<file path="src/rtl/ipmbrc_pkg.sv">
`timescale 1ns / 1ps

package ipmbrc_pkg;

  // frame limits and byte positions
  localparam int unsigned MaxFrameBytes = 255;
  localparam logic [7:0] MAX_FRAME_BYTES = 8'(MaxFrameBytes);
  localparam logic [7:0] MIN_FRAME       = 8'd6;
  localparam logic [7:0] MIN_WITH_CC     = 8'd8;
  localparam logic [7:0] HDR_BYTES       = 8'd3;
  localparam logic [7:0] SEQ_POS         = 8'd4;
  localparam logic [7:0] CC_POS          = 8'd6;

  // frame status codes
  typedef enum logic [2:0] {
    STATUS_OK        = 3'd0,
    STATUS_SHORT     = 3'd1,
    STATUS_TOO_LONG  = 3'd2,
    STATUS_HDR_SUM   = 3'd3,
    STATUS_DATA_SUM  = 3'd4,
    STATUS_CC_ERROR  = 3'd5,
    STATUS_SEQ_MISS  = 3'd6
  } status_e;

  // one received byte
  typedef struct packed {
    logic [7:0] rx_byte;
    logic       last_byte;
  } in_item_t;

  // one frame result
  typedef struct packed {
    logic [2:0] frame_status;
    logic       response_done;
    logic [5:0] seq_seen;
    logic [7:0] comp_code;
    logic [7:0] frame_length;
  } out_item_t;

  // frame totals handed to the status check
  typedef struct packed {
    logic [7:0] len;
    logic [7:0] header_sum;
    logic [7:0] data_sum;
    logic [7:0] seq_byte;
    logic [7:0] cc_byte;
  } frame_sum_t;

endpackage

</file>
<file path="src/rtl/ipmbrc_status.sv">
`timescale 1ns / 1ps

module ipmbrc_status (
  input  ipmbrc_pkg::frame_sum_t sum_i,
  input  logic [5:0]             expected_seq_i,
  output ipmbrc_pkg::out_item_t  result_o
);

  logic [5:0]          seq_seen;
  logic [7:0]          cc_out;
  ipmbrc_pkg::status_e status;

  // sequence field and completion code as reported
  assign seq_seen = sum_i.seq_byte[7:2];
  assign cc_out   = (sum_i.len >= ipmbrc_pkg::MIN_WITH_CC) ? sum_i.cc_byte : 8'd0;

  // first failing check sets the status
  always_comb begin
    priority if (sum_i.len < ipmbrc_pkg::MIN_FRAME) begin
      status = ipmbrc_pkg::STATUS_SHORT;
    end else if (sum_i.len >= ipmbrc_pkg::MAX_FRAME_BYTES) begin
      status = ipmbrc_pkg::STATUS_TOO_LONG;
    end else if (sum_i.header_sum != 8'd0) begin
      status = ipmbrc_pkg::STATUS_HDR_SUM;
    end else if (sum_i.data_sum != 8'd0) begin
      status = ipmbrc_pkg::STATUS_DATA_SUM;
    end else if ((sum_i.len < ipmbrc_pkg::MIN_WITH_CC) || (sum_i.cc_byte != 8'd0)) begin
      status = ipmbrc_pkg::STATUS_CC_ERROR;
    end else if (seq_seen != expected_seq_i) begin
      status = ipmbrc_pkg::STATUS_SEQ_MISS;
    end else begin
      status = ipmbrc_pkg::STATUS_OK;
    end
  end

  // pack the result
  always_comb begin
    result_o.frame_status  = status;
    result_o.response_done = (status == ipmbrc_pkg::STATUS_OK);
    result_o.seq_seen      = seq_seen;
    result_o.comp_code     = cc_out;
    result_o.frame_length  = sum_i.len;
  end

endmodule

</file>
<file path="src/rtl/ipmb_response_checker_unit.sv">
`timescale 1ns / 1ps

// channel   direction  handshake                 payload
// in        input      in_valid_i / in_ready_o   in_data_i  (rx_byte, last_byte)
// out       output     out_valid_o / out_ready_i out_data_o (status, done, seq, cc, len)
// cfg       input      cfg_we_i                  cfg_wdata_i (expected_seq)
//
// one byte is taken per cycle while in_ready_o is high; running sums and byte count update at the transfer
// a byte with last_byte set has its result in the output register in the cycle after its transfer
// in_ready_o is high while the output register is empty or being drained this cycle
// reset clears the frame state, the expected sequence and the output valid

module ipmb_response_checker_unit (
  input  logic                  clk_i,
  input  logic                  rst_ni,
  input  logic                  cfg_we_i,
  input  logic [5:0]            cfg_wdata_i,
  input  logic                  in_valid_i,
  output logic                  in_ready_o,
  input  ipmbrc_pkg::in_item_t  in_data_i,
  output logic                  out_valid_o,
  input  logic                  out_ready_i,
  output ipmbrc_pkg::out_item_t out_data_o
);

  logic [5:0] expected_seq_q;
  logic [7:0] byte_count_q, byte_count_d;
  logic [7:0] header_sum_q, header_sum_d;
  logic [7:0] data_sum_q, data_sum_d;
  logic [7:0] seq_byte_q, seq_byte_d;
  logic [7:0] cc_byte_q, cc_byte_d;
  logic       out_valid_q;
  ipmbrc_pkg::out_item_t out_data_q;

  logic                   in_xfer;
  ipmbrc_pkg::frame_sum_t frame_sum;
  ipmbrc_pkg::out_item_t  result;

  assign in_ready_o  = !out_valid_q || out_ready_i;
  assign in_xfer     = in_valid_i && in_ready_o;
  assign out_valid_o = out_valid_q;
  assign out_data_o  = out_data_q;

  // running frame state including the current byte
  always_comb begin
    header_sum_d = header_sum_q;
    data_sum_d   = data_sum_q;
    seq_byte_d   = seq_byte_q;
    cc_byte_d    = cc_byte_q;
    byte_count_d = byte_count_q;
    if (byte_count_q < ipmbrc_pkg::HDR_BYTES) begin
      header_sum_d = header_sum_q + in_data_i.rx_byte;
    end else begin
      data_sum_d = data_sum_q + in_data_i.rx_byte;
    end
    if (byte_count_q == ipmbrc_pkg::SEQ_POS) begin
      seq_byte_d = in_data_i.rx_byte;
    end
    if (byte_count_q == ipmbrc_pkg::CC_POS) begin
      cc_byte_d = in_data_i.rx_byte;
    end
    if (byte_count_q < ipmbrc_pkg::MAX_FRAME_BYTES) begin
      byte_count_d = byte_count_q + 8'd1;
    end
  end

  assign frame_sum = '{
    len:        byte_count_d,
    header_sum: header_sum_d,
    data_sum:   data_sum_d,
    seq_byte:   seq_byte_d,
    cc_byte:    cc_byte_d
  };

  ipmbrc_status u_status (
    .sum_i          (frame_sum),
    .expected_seq_i (expected_seq_q),
    .result_o       (result)
  );

  // expected sequence register
  always_ff @(posedge clk_i or negedge rst_ni) begin
    if (!rst_ni) begin
      expected_seq_q <= 6'd0;
    end else if (cfg_we_i) begin
      expected_seq_q <= cfg_wdata_i;
    end
  end

  // frame state, cleared after the last byte
  always_ff @(posedge clk_i or negedge rst_ni) begin
    if (!rst_ni) begin
      byte_count_q <= 8'd0;
      header_sum_q <= 8'd0;
      data_sum_q   <= 8'd0;
      seq_byte_q   <= 8'd0;
      cc_byte_q    <= 8'd0;
    end else if (in_xfer) begin
      if (in_data_i.last_byte) begin
        byte_count_q <= 8'd0;
        header_sum_q <= 8'd0;
        data_sum_q   <= 8'd0;
        seq_byte_q   <= 8'd0;
        cc_byte_q    <= 8'd0;
      end else begin
        byte_count_q <= byte_count_d;
        header_sum_q <= header_sum_d;
        data_sum_q   <= data_sum_d;
        seq_byte_q   <= seq_byte_d;
        cc_byte_q    <= cc_byte_d;
      end
    end
  end

  // output valid
  always_ff @(posedge clk_i or negedge rst_ni) begin
    if (!rst_ni) begin
      out_valid_q <= 1'b0;
    end else if (in_xfer && in_data_i.last_byte) begin
      out_valid_q <= 1'b1;
    end else if (out_ready_i) begin
      out_valid_q <= 1'b0;
    end
  end

  // output payload
  always_ff @(posedge clk_i) begin
    if (in_xfer && in_data_i.last_byte) begin
      out_data_q <= result;
    end
  end

endmodule
</file>
<file path="config.mk">
export PLATFORM = sky130hd
export DESIGN_NAME = ipmb_response_checker_unit
export DESIGN_NICKNAME = d
export VERILOG_FILES = /design/src/rtl/ipmbrc_pkg.sv /design/src/rtl/ipmbrc_status.sv /design/src/rtl/ipmb_response_checker_unit.sv
export SDC_FILE = /design/constraint.sdc
export NUM_CORES = 1
export LEC_CHECK = 0
export ABC_CLOCK_PERIOD_IN_PS = 6400
export BUFFER_PORTS_ARGS = -buffer_cell sky130_fd_sc_hd__buf_2
export CORE_UTILIZATION = 64
export DETAILED_ROUTE_END_ITERATION = 8
export HOLD_SLACK_MARGIN = 0.12
export PLACE_DENSITY = 0.86
export SYNTH_ARGS = -nofsm -noshare
export SYNTH_HDL_FRONTEND = slang
export SYNTH_HIERARCHICAL = 1
export SYNTH_SLANG_ARGS = --single-unit
</file>
<file path="constraint.sdc">
create_clock -name clk_i -period 6.4 [get_ports clk_i]
set_clock_uncertainty 0.05 [all_clocks]
set_input_delay 0.64 -clock clk_i [delete_from_list [all_inputs] [get_ports clk_i]]
set_output_delay 0.64 -clock clk_i [all_outputs]
set_load 0.01 [all_outputs]
</file>
# After elaboration in Yosys (flattened, before gate mapping)
# Cells that the tools add are included.
op_classes:
  reduce_logical: 10
  add_sub_neg: 3
  mux: 18
  n_lt_le_gt_ge: 6
  n_eq_ne: 3
op_table:
  columns: ["cell", "count"]
  rows:
  - ["$mux 8", 10]
  - ["$reduce_bool 8->1", 3]
  - ["$mux 3", 6]
  - ["$add 8x8->8", 2]
  - ["$eq 8x3->1 const B", 2]
  - ["$add 8x1->8 const B", 1]
  - ["$ge 8x4->1 const B", 1]
  - ["$ge 8x8->1 const B", 1]
  - ["$lt 8x2->1 const B", 1]
  - ["$lt 8x3->1 const B", 1]
  - ["$lt 8x4->1 const B", 1]
  - ["$lt 8x8->1 const B", 1]
  - ["$ne 6x6->1", 1]
  - ["$logic_not 3->1", 1]
  - ["$logic_and 1x1->1", 2]
  - ["$logic_or 1x1->1", 2]
  - ["$mux 1", 2]
  - ["$reduce_bool 2->1", 1]
  - ["$logic_not 1->1", 1]
word_totals:
  elab_cells: 52
  regBits: 71
  out_inout_bits: 28

# Depth between registers and ports, before layout
depth:
  word_depth: 10
  depth_mapped: 12
  depth_no_buf: 12

# Cells and area by module
# The synthesis kept the hierarchy.
by_module_without_submodules:
  columns: ["module", "n_inst", "cells_per_inst", "area_per_inst_um2", "seq_area_each_um2"]
  rows:
  - ["ipmb_response_checker_unit", 1, 383, 4027.6, 1956.9]
  - ["ipmbrc_status", 1, 53, 384.1, 0.0]

# Worst setup path after synthesis
# Ideal clock, no wire load.
synth_path:
  kind: "in2reg"
  start: "input in_data_i[1] (netlist bit)"
  end: "register out_data_q (netlist bit out_data_o[22]), data pin"
  slack_ns: 3.182
  required_ns: 6.219
  stages: 12
  arrival_ns: 3.037
  path_cell_list: "ha_1 fa_1 a21o_1 a21oi_1 o21bai_1 a21oi_1 xnor2_1 mux2_2 nor4_1 nand2_1 nor4bb_1 and3b_2"
synth_lines:
  columns: ["item", "line_no", "text"]
  rows:
  - ["from (decl)", "ipmb_response_checker_unit.sv:20", "input ipmbrc_pkg::in_item_t in_data_i,"]
  - ["to (signal assigned)", "ipmb_response_checker_unit.sv:129", "out_data_q <= result;"]
  - ["to (decl)", "ipmb_response_checker_unit.sv:33", "ipmbrc_pkg::out_item_t out_data_q;"]

==> summary.md <==
| Metric | Value |
|---|---|
| Clock-pin slew on the worst setup and hold paths | 0.08 ns |
| Failing checks | DRC |
| Vert. Die Dim | 84.0 um |
| Aggregate global-route resource usage | 27.9% |
| CP cell instances | buf_2, ha_1, fa_1, a21o_1, a21oi_1, o21bai_1, a21oi_1, xnor2_1, mux2_2, nor4_1, nand2_1, nor4bb_1, and3b_2 |
| Post-Route WL | 9180 um |
| I/O pins | 48 |
| Worst vdd ir | 0.237 mV |
| # setup viols final | 0 |
| Clock buffer count from CTS | 9 |
| RSZ-0062 raised after global routing | false |
| CP top delay family | simple AND/OR/NAND/NOR gates |
| WP data arrival | 3.66 ns |
| Largest net degree at the start of global routing | 48 |
| Horiz. Die Dim | 84.0 um |
| First-pass GRT wire length | 15,300 um |
| Pre-CTS setup slack | 2.67 ns |
| First-pass iteration count of the detailed router | 7 |
| Setup TNS | 0 ns |
| Cells after DPL | 520 |
| Period Utilization, post-route | 54.5% |
| Max Slew Vio Count | 0 |
| Antenna violations before repair | 0 |
| Hpwl dp | 6320 um |
| GRT overflow | 0 |
| Hold Vio Cnt, Final | 0 |
| Leak | 2.04 nW |
| Vias per cell | 6.26 |
| Slowest stage delay, CP | 0.42 ns |
| Final worst slack | 2.91 ns |
| Clock Latency Late Sink | 0.35 ns |
| Critical Path End Type | flop |
| Synthesized netlist cell count | 426 |
| Hold-fix buffers at CTS | 0 |
| Worst Tran Pin Value | 1.21 ns |
| Pwr Density | 400 mW/mm^2 |
| Max clock buf depth | 2 |
| Post-CTS setup buffers | 0 |
| Max Cap Violations | 0 |
| Worst Path Required | 6.57 ns |
| DR top layer | met4 |
| Post-route insts no fill | 536 |
| DR WL/cell | 17.1 um |
| CORE AREA | 0.00642 mm^2 |
| Slowest cell on crit path | fa_1 |
| Worst-path fanout max | 4 |
| Diode count | 0 |
| Fmax | 287 MHz |
| Crit path launch type | input port |
| Via Count | 3,354 |
| Fin Hold WS | 0.432 ns |
| Worst slew margin | 19.0% |
| Min-Delay Path Class | in2async |
| Status | finished, violations left |
| Post-route ant nets | 0 |
| Netlist Area Pre-Place | 0.00431 mm^2 |
| Yosys Warn Count | 6 |
| Post-CTS Resized | 0 |
| Period minus WS final | 3.49 ns |
| Post-Syn Nets | 465 |
| Area Overhead vs Synth | 7.79% |
| Layout cell share with drive strength beyond 1 | 21.8% |
| CTS tree | done |
| Clock root buffer | clkbuf_8 |
| Iter 0 DRT Violations | 256 |
| Wl on met1 | 3860 um |
| Final nets | 493 |
| Crit path buf inv count | 1 |
| Sink Count | 71 |
| Total die area | 0.00706 mm^2 |
| Rows | 29 |
| Initial Util | 67.1% |
| Total power | 1.86 mW |
| H-tree depth | 3 |
| IO buf count | 47 |
| Vias in the first global route | 3,175 |
| Met2 WL | 4550 um |
| Crit path top cell by count | a21oi_1 |
| DRC | 14 |
| Syn_area_per_cell | 10.1 um^2 |
| Routability Congestion | 0.949 |
| Critical path type | in2reg |
| Metal3 WL | 527 um |
==> cell usage in the layout, fill, tap and decap left out, types with 3 or more instances in the layout <==
master / count
nand2_1: 73
buf_2: 47
dfrtp_1: 45
edfxtp_1: 26
a22oi_1: 24
o21ai_0: 20
a21oi_1: 19
mux2_2: 17
ha_1: 17
nor2_1: 16
o21ai_1: 16
xnor2_1: 15
clkbuf_8: 9
nand3_1: 8
nor4_1: 8
nor3_1: 7
xor2_1: 7
a21o_1: 6
and2b_1: 6
inv_1: 5
a211oi_1: 4
o21bai_1: 4
mux2_4: 4
and3_1: 3
a22o_1: 3
nor2_4: 3
==> registers in the layout (all words and copies together), names as in the netlist <==
| signal | cells |
|---|---|
| seq_byte_q | 6 |
| expected_seq_q | 6 |
| out_valid_o | 1 |
| cc_byte_q | 8 |
| header_sum_q | 8 |
| byte_count_q | 8 |
| out_data_o | 26 |
| data_sum_q | 8 |
==> path summary, 6_finish.rpt <==
kind                                            from                          end  slack [ns]  cells past startpoint
setup / recovery                        in_data_i[1]     out_data_o[22]$_DFFE_PP_        2.91                     13
hold / removal                                rst_ni  byte_count_q[2]$_DFFE_PN0P_        0.43                      1
setup reg to reg           data_sum_q[0]$_DFFE_PN0P_     out_data_o[22]$_DFFE_PP_        2.91                     12
hold reg to reg             cc_byte_q[7]$_DFFE_PN0P_     cc_byte_q[7]$_DFFE_PN0P_        0.46                      2
max in group asynchronous                     rst_ni     cc_byte_q[3]$_DFFE_PN0P_        5.23                      1
min in group clk_i          cc_byte_q[7]$_DFFE_PN0P_     cc_byte_q[7]$_DFFE_PN0P_        0.46                      2
==> where the power goes <==
group          internal (mW)  leakage, nW  switching (mW)
Combinational          0.356         1.12           0.453
Clock                  0.181       0.0937           0.176
Sequential             0.594        0.823          0.0975
Total                   1.13         2.04           0.727
==> per-stage QoR <==
stage	utilization [%]	instance area, um^2
5_1_grt	72.3	4640
3_5_place_dp	69.2	4450
4_1_cts	72.3	4640
2_1_floorplan	-	4310
6_report	72.3	4640
3_3_place_gp	69.2	4450
==> metal layers <==
layer / track usage [%] / vias up
met2: 45.1 / 123
met3: 5.04 / 18
met1: 37.2 / 1620
met5: 0 / -
met4: 11.4 / 0
li1: - / 1593
==> cell type report <==
cell class / instances / area, um^2
clock inverters: 7 / 71.3
clock buffers: 9 / 124
fillers: 459 / 1780
flip-flops and latches: 71 / 1910
well taps: 77 / 96.3
inverters: 5 / 18.8
repair buffers: 49 / 250
multi-input cells: 318 / 2170
(Power assumes the default switching activity.)
